--- src/rsled_pkg.sv ---
`timescale 1ns / 1ps

package rsled_pkg;

  localparam int unsigned InDataWidth  = 48;
  localparam int unsigned OutDataWidth = 32;
  localparam int unsigned CfgIdxWidth  = 2;
  localparam int unsigned CfgDataWidth = 16;

  localparam logic [CfgIdxWidth-1:0] REG_COMMON_ANODE   = 2'd0;
  localparam logic [CfgIdxWidth-1:0] REG_BLINK_INTERVAL = 2'd1;

  localparam logic        CommonAnodeReset   = 1'b1;
  localparam logic [15:0] BlinkIntervalReset = 16'd250;

  localparam logic [10:0] ScanPeriodLast    = 11'd1999;
  localparam logic [10:0] ScanHalf          = 11'd1000;
  localparam logic [10:0] ConnectPeriodLast = 11'd1599;
  localparam logic [10:0] ConnectHalf       = 11'd800;

  // Reciprocal multipliers: floor(q * 235 / 1000) and floor(q * 170 / 800).
  localparam logic [35:0] ScanMul    = 36'd63082460;
  localparam logic [34:0] ConnectMul = 35'd28521410;

  localparam logic [7:0] ScanLow     = 8'd20;
  localparam logic [7:0] LevelFull   = 8'd255;
  localparam logic [7:0] ConnectLow  = 8'd30;
  localparam logic [7:0] ConnectHigh = 8'd200;
  localparam logic [7:0] ConnectBlue = 8'd40;
  localparam logic [7:0] LevelAmber  = 8'd120;
  localparam logic [7:0] LevelSixty  = 8'd60;
  localparam logic [7:0] LevelTwenty = 8'd20;

  typedef enum logic [1:0] {
    CMD_TICK     = 2'd0,
    CMD_SET_MODE = 2'd1,
    CMD_FLASH    = 2'd2
  } cmd_t;

  typedef enum logic [2:0] {
    MODE_SCANNING = 3'd0,
    MODE_CONNECTED = 3'd1,
    MODE_DISARMED = 3'd2,
    MODE_ALERT    = 3'd3,
    MODE_IDLE     = 3'd4
  } mode_t;

  typedef struct packed {
    logic [7:0] red;
    logic [7:0] green;
    logic [7:0] blue;
  } rgb_t;

  typedef struct packed {
    logic [1:0]  command;
    logic [2:0]  mode;
    logic [7:0]  red;
    logic [7:0]  green;
    logic [7:0]  blue;
    logic [15:0] duration;
  } item_t;

  typedef struct packed {
    logic [7:0] red_duty;
    logic [7:0] green_duty;
    logic [7:0] blue_duty;
    logic       flash_active;
  } result_t;

  function automatic rgb_t fixed_color(mode_t m);
    rgb_t c;
    c = '0;
    unique case (m)
      MODE_CONNECTED: c = '{red: 8'd0, green: LevelSixty, blue: LevelTwenty};
      MODE_DISARMED:  c = '{red: LevelAmber, green: LevelSixty, blue: 8'd0};
      MODE_ALERT:     c = '{red: LevelFull, green: 8'd0, blue: 8'd0};
      default:        c = '0;
    endcase
    return c;
  endfunction

  function automatic logic [7:0] scan_level(logic [10:0] p);
    logic        rising;
    logic [9:0]  q;
    logic [35:0] prod;
    logic [7:0]  part;
    rising = (p < ScanHalf);
    q      = rising ? p[9:0] : 10'(p - ScanHalf);
    prod   = 36'(q) * ScanMul;
    part   = prod[35:28];
    return rising ? (ScanLow + part) : (LevelFull - part);
  endfunction

  function automatic logic [7:0] connect_level(logic [10:0] p);
    logic        rising;
    logic [9:0]  q;
    logic [34:0] prod;
    logic [7:0]  part;
    rising = (p < ConnectHalf);
    q      = rising ? p[9:0] : 10'(p - ConnectHalf);
    prod   = 35'(q) * ConnectMul;
    part   = prod[34:27];
    return rising ? (ConnectLow + part) : (ConnectHigh - part);
  endfunction

endpackage

--- src/rgb_status_led_pattern_generator_top.sv ---
`timescale 1ns / 1ps
// An input transfer is captured in the input register; its result is computed from there and
// loaded into the output register once that register is empty or drained, then transferred.
// Throughput: one item per cycle; the input register and the output register form a
// two-stage pipeline that advances whenever the output register is empty or drained.
// Reset (rst, synchronous, active high) clears the mode to scanning, all counters,
// the shown colour and the flash, and sets common_anode to 1 and blink_interval to 250.

module rgb_status_led_pattern_generator_top
  import rsled_pkg::*;
(
  input  logic                    clk,
  input  logic                    rst,
  input  logic                    s_tvalid,
  output logic                    s_tready,
  // command[1:0], mode[4:2], red[12:5], green[20:13], blue[28:21], duration[44:29]
  input  logic [InDataWidth-1:0]  s_tdata,
  output logic                    m_tvalid,
  input  logic                    m_tready,
  // red_duty[7:0], green_duty[15:8], blue_duty[23:16], flash_active[24]
  output logic [OutDataWidth-1:0] m_tdata,
  input  logic                    cfg_valid,
  output logic                    cfg_ready,
  input  logic [CfgIdxWidth-1:0]  cfg_index,
  input  logic [CfgDataWidth-1:0] cfg_data
);

  logic        common_anode;
  logic [15:0] blink_interval;
  logic        in_valid;
  item_t       in_item;
  logic        out_load;
  result_t     result;
  result_t     out_result;

  assign cfg_ready = 1'b1;

  always_ff @(posedge clk) begin
    if (rst) begin
      common_anode   <= CommonAnodeReset;
      blink_interval <= BlinkIntervalReset;
    end else if (cfg_valid && cfg_ready) begin
      if (cfg_index == REG_COMMON_ANODE) begin
        common_anode <= cfg_data[0];
      end else if (cfg_index == REG_BLINK_INTERVAL) begin
        blink_interval <= cfg_data;
      end
    end
  end

  assign out_load = in_valid && (!m_tvalid || m_tready);
  assign s_tready = !in_valid || out_load;

  always_ff @(posedge clk) begin
    if (rst) begin
      in_valid <= 1'b0;
    end else if (s_tvalid && s_tready) begin
      in_valid <= 1'b1;
    end else if (out_load) begin
      in_valid <= 1'b0;
    end
  end

  always_ff @(posedge clk) begin
    if (s_tvalid && s_tready) begin
      in_item.command  <= s_tdata[1:0];
      in_item.mode     <= s_tdata[4:2];
      in_item.red      <= s_tdata[12:5];
      in_item.green    <= s_tdata[20:13];
      in_item.blue     <= s_tdata[28:21];
      in_item.duration <= s_tdata[44:29];
    end
  end

  rsled_core u_core (
    .clk            (clk),
    .rst            (rst),
    .fire           (out_load),
    .item           (in_item),
    .common_anode   (common_anode),
    .blink_interval (blink_interval),
    .result         (result)
  );

  always_ff @(posedge clk) begin
    if (rst) begin
      m_tvalid <= 1'b0;
    end else if (out_load) begin
      m_tvalid <= 1'b1;
    end else if (m_tready) begin
      m_tvalid <= 1'b0;
    end
  end

  always_ff @(posedge clk) begin
    if (out_load) begin
      out_result <= result;
    end
  end

  assign m_tdata = {7'd0, out_result.flash_active, out_result.blue_duty,
                    out_result.green_duty, out_result.red_duty};

endmodule

--- src/rsled_core.sv ---
`timescale 1ns / 1ps

module rsled_core
  import rsled_pkg::*;
(
  input  logic        clk,
  input  logic        rst,
  input  logic        fire,
  input  item_t       item,
  input  logic        common_anode,
  input  logic [15:0] blink_interval,
  output result_t     result
);

  mode_t       current_mode, current_mode_next;
  logic [10:0] scan_phase, scan_phase_next;
  logic [10:0] connect_phase, connect_phase_next;
  logic [15:0] blink_elapsed, blink_elapsed_next;
  logic        alert_lit, alert_lit_next;
  rgb_t        latched, latched_next;
  logic [15:0] flash_left, flash_left_next;

  always_ff @(posedge clk) begin
    if (rst) begin
      current_mode  <= MODE_SCANNING;
      scan_phase    <= '0;
      connect_phase <= '0;
      blink_elapsed <= '0;
      alert_lit     <= 1'b0;
      latched       <= '0;
      flash_left    <= '0;
    end else if (fire) begin
      current_mode  <= current_mode_next;
      scan_phase    <= scan_phase_next;
      connect_phase <= connect_phase_next;
      blink_elapsed <= blink_elapsed_next;
      alert_lit     <= alert_lit_next;
      latched       <= latched_next;
      flash_left    <= flash_left_next;
    end
  end

  always_comb begin
    current_mode_next  = current_mode;
    scan_phase_next    = scan_phase;
    connect_phase_next = connect_phase;
    blink_elapsed_next = blink_elapsed;
    alert_lit_next     = alert_lit;
    latched_next       = latched;
    flash_left_next    = flash_left;

    unique case (cmd_t'(item.command))
      CMD_TICK: begin
        scan_phase_next    = (scan_phase == ScanPeriodLast) ? '0 : scan_phase + 11'd1;
        connect_phase_next = (connect_phase == ConnectPeriodLast) ? '0
                                                                  : connect_phase + 11'd1;
        if (blink_elapsed != 16'hFFFF) begin
          blink_elapsed_next = blink_elapsed + 16'd1;
        end
        if (flash_left != '0) begin
          flash_left_next = flash_left - 16'd1;
          if (flash_left == 16'd1) begin
            latched_next = fixed_color(current_mode);
          end
        end else begin
          unique case (current_mode)
            MODE_SCANNING: begin
              latched_next = '{red: scan_level(scan_phase_next), green: 8'd0, blue: 8'd0};
            end
            MODE_CONNECTED: begin
              latched_next = '{red: 8'd0, green: connect_level(connect_phase_next),
                               blue: ConnectBlue};
            end
            MODE_ALERT: begin
              if (blink_elapsed_next >= blink_interval) begin
                alert_lit_next     = ~alert_lit;
                latched_next       = '{red: alert_lit ? 8'd0 : LevelFull,
                                       green: 8'd0, blue: 8'd0};
                blink_elapsed_next = '0;
              end
            end
            default: begin
            end
          endcase
        end
      end
      CMD_SET_MODE: begin
        if (item.mode <= MODE_IDLE) begin
          current_mode_next = mode_t'(item.mode);
          if (item.mode != current_mode) begin
            alert_lit_next     = 1'b0;
            blink_elapsed_next = '0;
          end
          if (flash_left == '0) begin
            latched_next = fixed_color(mode_t'(item.mode));
          end
        end
      end
      CMD_FLASH: begin
        flash_left_next = item.duration;
        if (item.duration == '0) begin
          latched_next = fixed_color(current_mode);
        end else begin
          latched_next = '{red: item.red, green: item.green, blue: item.blue};
        end
      end
      default: begin
      end
    endcase
  end

  always_comb begin
    if (common_anode) begin
      result.red_duty   = LevelFull - latched_next.red;
      result.green_duty = LevelFull - latched_next.green;
      result.blue_duty  = LevelFull - latched_next.blue;
    end else begin
      result.red_duty   = latched_next.red;
      result.green_duty = latched_next.green;
      result.blue_duty  = latched_next.blue;
    end
    result.flash_active = (flash_left_next != '0);
  end

endmodule
--- config.mk ---
export PLATFORM = sky130hd
export DESIGN_NAME = rgb_status_led_pattern_generator_top
export DESIGN_NICKNAME = d
export VERILOG_FILES = /design/src/rsled_pkg.sv /design/src/rgb_status_led_pattern_generator_top.sv /design/src/rsled_core.sv
export SDC_FILE = /design/constraint.sdc
export NUM_CORES = 1
export LEC_CHECK = 0
export BUFFER_PORTS_ARGS = -buffer_cell sky130_fd_sc_hd__buf_4
export CORE_UTILIZATION = 40
export DETAILED_ROUTE_END_ITERATION = 8
export GPL_TIMING_DRIVEN = 0
export MAX_ROUTING_LAYER = met4
export RECOVER_POWER = 50
export REMOVE_ABC_BUFFERS = 1
export SETUP_SLACK_MARGIN = 0.1
export SYNTH_ARGS = -nofsm -noshare
export SYNTH_HDL_FRONTEND = slang
export SYNTH_SLANG_ARGS = --single-unit
--- constraint.sdc ---
create_clock -name clk -period 12.25 [get_ports clk]
set_clock_uncertainty 0.15 [all_clocks]
set_input_delay 0.6125 -clock clk [delete_from_list [all_inputs] [get_ports clk]]
set_output_delay 0.6125 -clock clk [all_outputs]
set_load 0.005 [all_outputs]
==> results of run 1 <==
[how the worst min path moves through the flow]
stage	end	slack [ns]	depth (start not counted)
6_report	in_item[41]$_DFFE_PP_	0.21	1
5_1_grt	in_item[22]$_DFFE_PP_	0.20	1
4_1_cts	in_item[44]$_DFFE_PP_	0.18	1
3_5_place_dp	blink_interval[2]$_SDFFE_PP0P_	0.30	2
3_3_place_gp	blink_interval[8]$_SDFFE_PP0P_	0.30	2
2_1_floorplan	blink_interval[10]$_SDFFE_PP0P_	0.28	2
[metrics by stage]
step / hold WS, ns / cells / worst slack, ns / instance area [sq um] / util
CTS: 0.182 / 2688 / 0.139 / 19400 / 0.448
finish: 0.213 / 2689 / 0.899 / 19400 / 0.448
global route: 0.202 / 2689 / 0.175 / 19400 / 0.448
floorplan: 0.280 / 1974 / 1.95 / 17400 / -
global placement: 0.297 / 2653 / 0.284 / 18800 / 0.433
detailed placement: 0.300 / 2656 / 0.103 / 18900 / 0.435
[state kept, by name, summed over array words and instances (netlist names)]
name                  flops
in_item                  45
m_tdata                  25
u_core.latched           24
blink_interval           16
u_core.blink_elapsed     16
u_core.flash_left        16
u_core.connect_phase     11
u_core.scan_phase        11
u_core.current_mode       3
common_anode              1
in_valid                  1
m_tvalid                  1
u_core.alert_lit          1
[critical path, delay by kind of cell (launching register included)]
family          cells  cell delay [ns]
compound gates     11             2.78
xor+xnor            3             0.69
fa+ha+maj           9             3.80
buf+inv             5             0.49
flops               1             0.38
simple gates       11             2.86
[Yosys cell counts (all sizes together) (8+ instances only)]
master	n
a211o	10
a211oi	25
a21boi	10
a21o	33
a21oi	172
a22oi	25
a31oi	18
a32oi	10
and2	15
and3	13
buf	22
clkbuf	62
dfxtp	101
edfxtp	70
fa	125
ha	220
inv	273
mux2i	9
nand2	155
nand2b	9
nand3	42
nand3b	8
nand4	23
nor2	177
nor2b	8
nor3	49
nor4	19
o211ai	8
o21a	27
o21ai	81
o21bai	9
o22ai	8
o311ai	9
or2	17
or3	18
xnor2	44
xor2	31
[placed cells by master, fill, tap and decap left out, types with 9 or more instances in the layout]
master	instances
a211o_1	10
xnor2_1	43
nand3_1	42
nand2b_1	9
buf_4	22
nand4_1	23
a21oi_1	171
dfxtp_1	100
edfxtp_1	70
or3_1	17
fa_1	125
a32oi_1	9
xor2_1	30
a21o_1	33
or2_2	15
mux2i_1	9
o21ai_0	76
a22oi_1	25
inv_1	271
nor3_1	48
clkbuf_16	17
a21boi_0	9
nor4_1	16
a211oi_1	23
and3_1	13
ha_1	220
nor2_1	177
clkbuf_4	55
o21bai_1	9
nand2_1	155
o21a_1	27
and2_1	14
clkbuf_1	19
a31oi_1	18
[cells by family (layout without fill, tap and decap cells)]
family / Yosys count / after routing / share of synthesized area
flip-flops: 171 / 171 / 0.233
AO/OA/AOI/OAI: 507 / 507 / 0.188
other: 2 / 8 / 0.000425
adder cells (fa/ha/maj): 345 / 345 / 0.297
AND/OR/NAND/NOR: 579 / 579 / 0.157
buffers and inverters: 358 / 404 / 0.0782
XOR/XNOR: 76 / 76 / 0.0384
multiplexers: 14 / 14 / 0.00828
[where the power goes]
| group | internal, mW | switching [mW] |
|---|---|---|
| sequential | 0.623 | 0.0208 |
| clock | 0.268 | 0.264 |
| combinational | 0.142 | 0.238 |
| total | 1.03 | 0.523 |
[routing by layer]
metal,up-vias,part of all wire,global-route usage
met5,-,0,-
met4,0,0.019,0.0583
met3,55,0.045,0.0266
met2,390,0.46,0.333
met1,7103,0.48,0.290
li1,7251,-,-
[layout make-up]
type                       count  area (sq um)  area share
inverter                     274          1030      0.0531
clock buffer                  18           429      0.0221
timing repair buffer          98           721      0.0371
multi-input combinational   1529         12300       0.631
tap                          585           732      0.0377
sequential                   171          4130       0.212
clock inverter                14           128     0.00657
==> results.json, run 1 <==
{
  "cts_setup_buffers": 0,
  "cts.sinks": 171,
  "min_path_type": "primary input to flop",
  "async_reset_ff_frac": 0,
  "fillerInstances": 4314,
  "synth-seq-cells": 171,
  "setup-tns-final_ns": 0,
  "cts_inserted_buffers": 17,
  "finalNetCount": 2507,
  "leakage_nw": 8.88,
  "drtAntennaViolNets": 0,
  "grt_usage": 0.213,
  "ff2ff_path_depth": 39,
  "num_vias": 14800,
  "period_share": 0.927,
  "r2r_setup_slack_ns": 0.90,
  "slew_headroom": -2.35,
  "yosysWarnings": 0,
  "synth.largest_area_cell": "ha_1",
  "regToRegStartpoint": "u_core.scan_phase[0]$_SDFFE_PP0P_",
  "rr_endpoint": "m_tdata[6]$_DFFE_PP_",
  "rsz0062_at_grt": "no",
  "drcViolationCount": 0,
  "drive_gt1_frac": 0.0746,
  "grt_overflow_total": 0,
  "hold_buffers": 0,
  "cp-endpoint": "m_tdata[6]$_DFFE_PP_",
  "crit_slowest_cell": "fa_1",
  "cts_tree": "done",
  "arrival_ns": 11.45,
  "die-width_um": 212,
  "start_util": 0.408,
  "hold_viol_final": 0,
  "critPathKind": "flop to flop",
  "drt-initial-drc-count": 958,
  "worstSetupStartpointType": "flop",
  "drv_cap": 2,
  "required_ns": 12.35,
  "outcome": "finished, violations left",
  "grt_max_degree": 103,
  "critical_path.startpoint": "u_core.scan_phase[0]$_SDFFE_PP0P_",
  "worstHoldStart": "s_tdata[3]",
  "grt_pass1_wl_um": 74900,
  "grt_pass1_vias": 14600,
  "die_area_sq_um": 45100,
  "synth-main-ff-cell": "dfxtp_1",
  "fp-row-count": 76,
  "clockBufferDepth": 2,
  "max_freq_mhz": 88.1,
  "cts_root_buf": "clkbuf_16",
  "port_buffers": 94,
  "total_power_mw": 1.56,
  "wirelength_um": 45400,
  "synth-edff-count": 70,
  "netlist.area_leader.share": 0.156,
  "critPathMaxFanout": 16,
  "post_cts_resized": 1,
  "period_minus_slack_ns": 11.35,
  "core_sq_um": 43400,
  "syn_inst": 2052,
  "firstDrtPassIters": 7,
  "slowest_delay_ns": 0.68,
  "worst_skew_pair.late_latency_ns": 0.44,
  "maxSlewViolCount": 137,
  "power_density_nw_per_um2": 80.1,
  "ys_seq_area_frac": 0.233,
  "dpl.hpwl_um": 35400,
  "violations": "capacitance limit, slew limit",
  "antenna_found_initial": 0,
  "ir_drop_mv": 0.0823,
  "ios": 106,
  "setup_viol": 0,
  "synthTopCellsByArea": "ha_1, fa_1, edfxtp_1, dfxtp_1, inv_1",
  "h-tree-depth": 4,
  "area_growth_syn_to_layout_pct": 9.89,
  "gp_congestion": 0.943,
  "antenna_cells": 0,
  "clk_pin_slew_ns": 0.08,
  "vias_per_cell": 5.50,
  "synth_cell_types": 87,
  "syn_avg_cell_area_sq_um": 8.62,
  "worstMarginPinSlew_ns": 5.03,
  "netlist_area_sq_um": 17700,
  "die_h_um": 212,
  "avgRoutedWirePerCell_um": 16.9,
  "cp-end-kind": "flop"
}
Power figures use the tool's default switching activity.
==> run 2: changes to the inputs <==
--- a/config.mk
+++ b/config.mk
@@ -8,2 +8,3 @@
 export BUFFER_PORTS_ARGS = -buffer_cell sky130_fd_sc_hd__buf_4
+export CORE_MARGIN = 2
 export CORE_UTILIZATION = 40
==> constraint.sdc (replaced) <==
create_clock -name clk -period 12.25 [get_ports clk]
set_clock_uncertainty 0.15 [all_clocks]
set_input_delay 2.45 -clock clk [delete_from_list [all_inputs] [get_ports clk]]
set_output_delay 2.45 -clock clk [all_outputs]
set_load 0.005 [all_outputs]
==> run 2 against run 1 <==
Against the previous run:
- the run still ends with capacitance limit, slew limit left
- worst hold slack better by 0.093 ns
- cell count up 0.26%
- worst setup slack worse by 0.087 ns
- die area up 1.9%
- non-clock buffer count unchanged
- via count up 0.36%
- combinational power about the same
- sequential power about the same
- register-to-register slack worse by 0.09 ns
- count of clock-buffer cells in the layout unchanged
==> results.json, run 2 (synthesis gave the netlist of run 1 again) <==
{
  "drive_gt1_frac": 0.0727,
  "final_cell_mix": "inv_1, ha_1, nor2_1",
  "area_growth_syn_to_layout_pct": 9.90,
  "leakage_nw": 8.87,
  "fin_cells": 2696,
  "antenna_cells": 0,
  "arrival_ns": 11.46,
  "clk_pin_slew_ns": 0.07,
  "grt_max_degree": 103,
  "critPathKind": "flop to flop",
  "drt-initial-drc-count": 1005,
  "stdcell_area_sq_um": 19400,
  "finalNetCount": 2507,
  "power_frac_seq": 0.413,
  "pre_cts_ws_ns": 0.153,
  "cts_inserted_buffers": 17,
  "switching_power_uw": 524,
  "post_cts_resized": 0,
  "cts_tree": "done",
  "combPwrFrac": 0.244,
  "cts_setup_buffers": 0,
  "core_sq_um": 43900,
  "ir_drop_mv": 0.0965,
  "switching_share": 0.337,
  "required_ns": 12.28,
  "finish.utilization": 0.442,
  "fillerInstances": 4427,
  "slowest_delay_ns": 0.68,
  "max_freq_mhz": 87.4,
  "dp.cells": 2664,
  "cp-end-kind": "flop",
  "h-tree-depth": 4,
  "clockBufferDepth": 2,
  "place_area_sq_um": 18900,
  "worstMarginPinSlew_ns": 4.93,
  "fp-row-count": 77,
  "avgRoutedWirePerCell_um": 17.0,
  "drv_cap": 1,
  "p_int_mw": 1.03,
  "die_area_sq_um": 45900,
  "grt_pass1_vias": 14700,
  "min_path_type": "flop to flop",
  "layout_commonest_cell": "inv_1",
  "setup_viol": 0,
  "critPathMaxFanout": 16,
  "cts.sinks": 171,
  "setup_ws_ns": 0.811,
  "ios": 106,
  "period_minus_slack_ns": 11.44,
  "die_h_um": 214,
  "gp_congestion": 0.912,
  "dpl.hpwl_um": 35700,
  "drtAntennaViolNets": 0,
  "start_util": 0.403,
  "drcViolationCount": 0,
  "clockPowerShare": 0.343,
  "grt_overflow_total": 0,
  "cts_root_buf": "clkbuf_16",
  "setup-tns-final_ns": 0,
  "wirelength_um": 45800,
  "num_vias": 14900,
  "outcome": "finished, violations left",
  "rsz0062_at_grt": "no",
  "grt_usage": 0.207,
  "grt_pass1_wl_um": 76100,
  "maxSlewViolCount": 103,
  "period_share": 0.934,
  "largest-register": "in_item",
  "antenna_found_initial": 0,
  "slew_headroom": -2.29,
  "vias_per_cell": 5.51,
  "power_density_nw_per_um2": 80.1,
  "worstSetupStartpointType": "flop",
  "violations": "capacitance limit, slew limit",
  "largest_register_ffs": 45,
  "port_buffers": 94,
  "hold_viol_final": 0,
  "worst_skew_pair.late_latency_ns": 0.45,
  "firstDrtPassIters": 5,
  "hold_buffers": 0,
  "die-width_um": 214,
  "crit_slowest_cell": "fa_1"
}
[run 2: worst paths after layout]
kind | to | cells past startpoint | from | slack [ns]
worst max-delay path | m_tdata[6]$_DFFE_PP_ | 39 | u_core.scan_phase[0]$_SDFFE_PP0P_ | 0.81
worst min-delay path | blink_interval[14]$_SDFFE_PP0P_ | 2 | blink_interval[14]$_SDFFE_PP0P_ | 0.31
worst max register to register | m_tdata[6]$_DFFE_PP_ | 39 | u_core.scan_phase[0]$_SDFFE_PP0P_ | 0.81
worst min register to register | blink_interval[14]$_SDFFE_PP0P_ | 2 | blink_interval[14]$_SDFFE_PP0P_ | 0.31
[run 2: layout make-up]
type                            count  area [sq um]  area share
Tap cell                          592           741      0.0381
Multi-Input combinational cell   1529         12300       0.631
Clock inverter                     14           129     0.00663
Inverter                          274          1030      0.0531
Timing Repair Buffer               98           713      0.0367
Clock buffer                       18           429      0.0221
Sequential cell                   171          4130       0.212
[run 2: metal layers]
| metal | global-route usage | up-vias | part of all wire |
|---|---|---|---|
| met5 | - | - | 0 |
| met4 | 0.0484 | 0 | 0.016 |
| met3 | 0.0238 | 53 | 0.044 |
| met2 | 0.330 | 425 | 0.46 |
| met1 | 0.284 | 7142 | 0.48 |
| li1 | - | 7232 | - |
[run 2: power groups by stage]
stage	combinational, mW	sequential (mW)	clock, mW
after CTS	0.381	0.644	0.544
after global placement	0.361	0.661	0
after global routing	0.426	0.647	0.568
after floorplan	0.251	0.653	0
final	0.380	0.644	0.534
after detailed placement	0.378	0.657	0
[run 2: per-stage QoR]
step,power (mW),hold slack (ns)
floorplan,0.904,0.280
global placement,1.02,0.296
detailed placement,1.03,0.299
CTS,1.57,0.309
global route,1.64,0.325
finish,1.56,0.306
[run 2: critical path: cells and delay by family, from the launching register on]
| family | cells | cell delay, ns |
|---|---|---|
| adder cells (fa/ha/maj) | 9 | 3.84 |
| buffers and inverters | 5 | 0.53 |
| XOR/XNOR | 3 | 0.59 |
| AND/OR/NAND/NOR | 11 | 2.98 |
| AO/OA/AOI/OAI | 11 | 2.71 |
| flip-flops | 1 | 0.38 |
==> run 3: changes to the inputs <==
Settings changed: ABC_AREA set to 1, RECOVER_POWER 50 to not set.
==> run 3 against run 2 <==
Against the previous run:
- the run now ends clean
- first-iteration DRC count fell by 1.3%
- via count increased by 1.1%
- power increased by 21%
- largest power group is now combinational cells
- critical path type unchanged
- register-to-register slack improved by 1.7 ns
==> results.json, run 3 <==
{
  "outcome": "finished clean",
  "finish.utilization": 0.446,
  "required_ns": 12.27,
  "largest_register_ffs": 45,
  "ir_drop_mv": 0.0925,
  "max_freq_mhz": 103,
  "synth.largest_area_cell": "ha_1",
  "synthTopCellsByCount": "inv_1, nand2_1, ha_1",
  "syn_inst": 2256,
  "place_area_sq_um": 19000,
  "cts_root_buf": "clkbuf_16",
  "period_minus_slack_ns": 9.73,
  "drcViolationCount": 0,
  "leakage_nw": 9.83,
  "power_density_nw_per_um2": 96.5,
  "netlist_area_sq_um": 17700,
  "num_vias": 15000,
  "ys_seq_area_frac": 0.233,
  "avgRoutedWirePerCell_um": 15.7,
  "ios": 106,
  "dpl.hpwl_um": 36700,
  "cts_setup_buffers": 0,
  "total_power_mw": 1.89,
  "crit_family": "adder cells",
  "slowest_delay_ns": 0.77,
  "vias_per_cell": 5.13,
  "setup_viol": 0,
  "start_util": 0.403,
  "grt_max_degree": 54,
  "layout_commonest_cell": "inv_1",
  "area_growth_syn_to_layout_pct": 10.6,
  "firstDrtPassIters": 5,
  "grt_pass1_vias": 15000,
  "crit_slowest_cell": "nor2_1",
  "synth_cell_types": 57,
  "netlist.area_leader.share": 0.155,
  "largest-register": "in_item",
  "maxSlewViolCount": 0,
  "drv_cap": 0,
  "crit_top_cell": "fa_1",
  "antenna_found_initial": 0,
  "cts.sinks": 171,
  "finalNetCount": 2738,
  "setup-tns-final_ns": 0,
  "worstSetupStartpointType": "flop",
  "fp-row-count": 77,
  "clockBufferDepth": 2,
  "critPathKind": "flop to flop",
  "arrival_ns": 9.75,
  "die-width_um": 214,
  "synthTopCellsByArea": "ha_1, fa_1, edfxtp_1, dfxtp_1, inv_1",
  "rsz0062_at_grt": "no",
  "cts_inserted_buffers": 17,
  "drive_gt1_frac": 0.0818,
  "seqCellArea_sq_um": 4120,
  "min_path_type": "flop to flop",
  "cp-end-kind": "flop",
  "stdcell_area_sq_um": 19600,
  "synth_most_common_cell": "inv_1",
  "async_reset_ff_frac": 0,
  "multiInputGateArea_sq_um": 11600,
  "worst_skew_pair.late_latency_ns": 0.45,
  "hold_buffers": 0,
  "syn_avg_cell_area_sq_um": 7.85,
  "whs_ns": 0.315,
  "hold_viol_final": 0,
  "synth-seq-cells": 171,
  "drt-initial-drc-count": 992,
  "antenna_cells": 0,
  "cts_tree": "done",
  "grt_usage": 0.212,
  "grt_pass1_wl_um": 77400,
  "slew_headroom": 0.110,
  "die_h_um": 214,
  "post_cts_resized": 0,
  "gp_congestion": 0.926,
  "clk_pin_slew_ns": 0.07,
  "drtAntennaViolNets": 0,
  "synth-main-ff-cell": "dfxtp_1",
  "die_area_sq_um": 46000,
  "crit_buf_inv": 5,
  "grt_overflow_total": 0,
  "worstMarginPinSlew_ns": 1.33,
  "fillerInstances": 4366,
  "synth-edff-count": 70,
  "h-tree-depth": 4,
  "yosysWarnings": 0,
  "critPathMaxFanout": 11,
  "final_cell_mix": "inv_1, nand2_1, ha_1",
  "port_buffers": 94,
  "core_sq_um": 43900,
  "wirelength_um": 45800,
  "period_share": 0.794
}
## run 3: cell types whose count changed in the layout (fill, tap and decap cells not counted), sizes merged, moves of 59 or more
cell,previous run,this run
inv,280,463
nand2,155,325
o21ai,81,209
buf,24,97
clkbuf,92,20
nor2,177,118
## run 3: per-stage QoR
stage	cells	worst slack (ns)
floorplan	2206	4.20
global placement	2892	2.66
detailed placement	2895	2.57
CTS	2927	2.50
global route	2927	1.77
finish	2927	2.52
## run 3: cell families after synthesis
family / synth area share
simple gates: 0.167
buf+inv: 0.113
compound gates: 0.158
fa+ha+maj: 0.297
flops: 0.233
xor+xnor: 0.0321
other cells: 0.000424
mux: 0.000565
## run 3: layout make-up
class	count	share of cell area
clock inverters	12	0.00715
flip-flops and latches	171	0.210
multi-input cells	1571	0.594
repair buffers	97	0.0386
well taps	592	0.0378
clock buffers	20	0.0228
inverters	464	0.0889
## run 3: metal layers
metal / up-vias / GRT usage / routed length, um / part of all wire
met2: 344 / 0.337 / 21300 / 0.46
met1: 7051 / 0.292 / 22000 / 0.48
met5: - / - / 0 / 0
met3: 42 / 0.0274 / 1950 / 0.042
met4: 0 / 0.0394 / 555 / 0.012
li1: 7582 / - / - / -
## run 3: final timing paths
kind | start | end | slack [ns] | cells past startpoint
min reg2reg | blink_interval[9]$_SDFFE_PP0P_ | blink_interval[9]$_SDFFE_PP0P_ | 0.31 | 2
max reg2reg | u_core.scan_phase[1]$_SDFFE_PP0P_ | m_tdata[6]$_DFFE_PP_ | 2.52 | 37
min | blink_interval[9]$_SDFFE_PP0P_ | blink_interval[9]$_SDFFE_PP0P_ | 0.31 | 2
max | u_core.scan_phase[1]$_SDFFE_PP0P_ | m_tdata[6]$_DFFE_PP_ | 2.52 | 37
## run 3: tightest hold or removal path: stages (launching register included)
cell	delay, ns
dfxtp_1	0.30
inv_1	0.07
a21oi_1	0.06
## run 3: where the power goes
group,leakage [nW],switching [mW],internal (mW)
registers,1.49,0.0212,0.628
clock network,0.289,0.246,0.309
logic,8.05,0.435,0.251
total,9.83,0.703,1.19
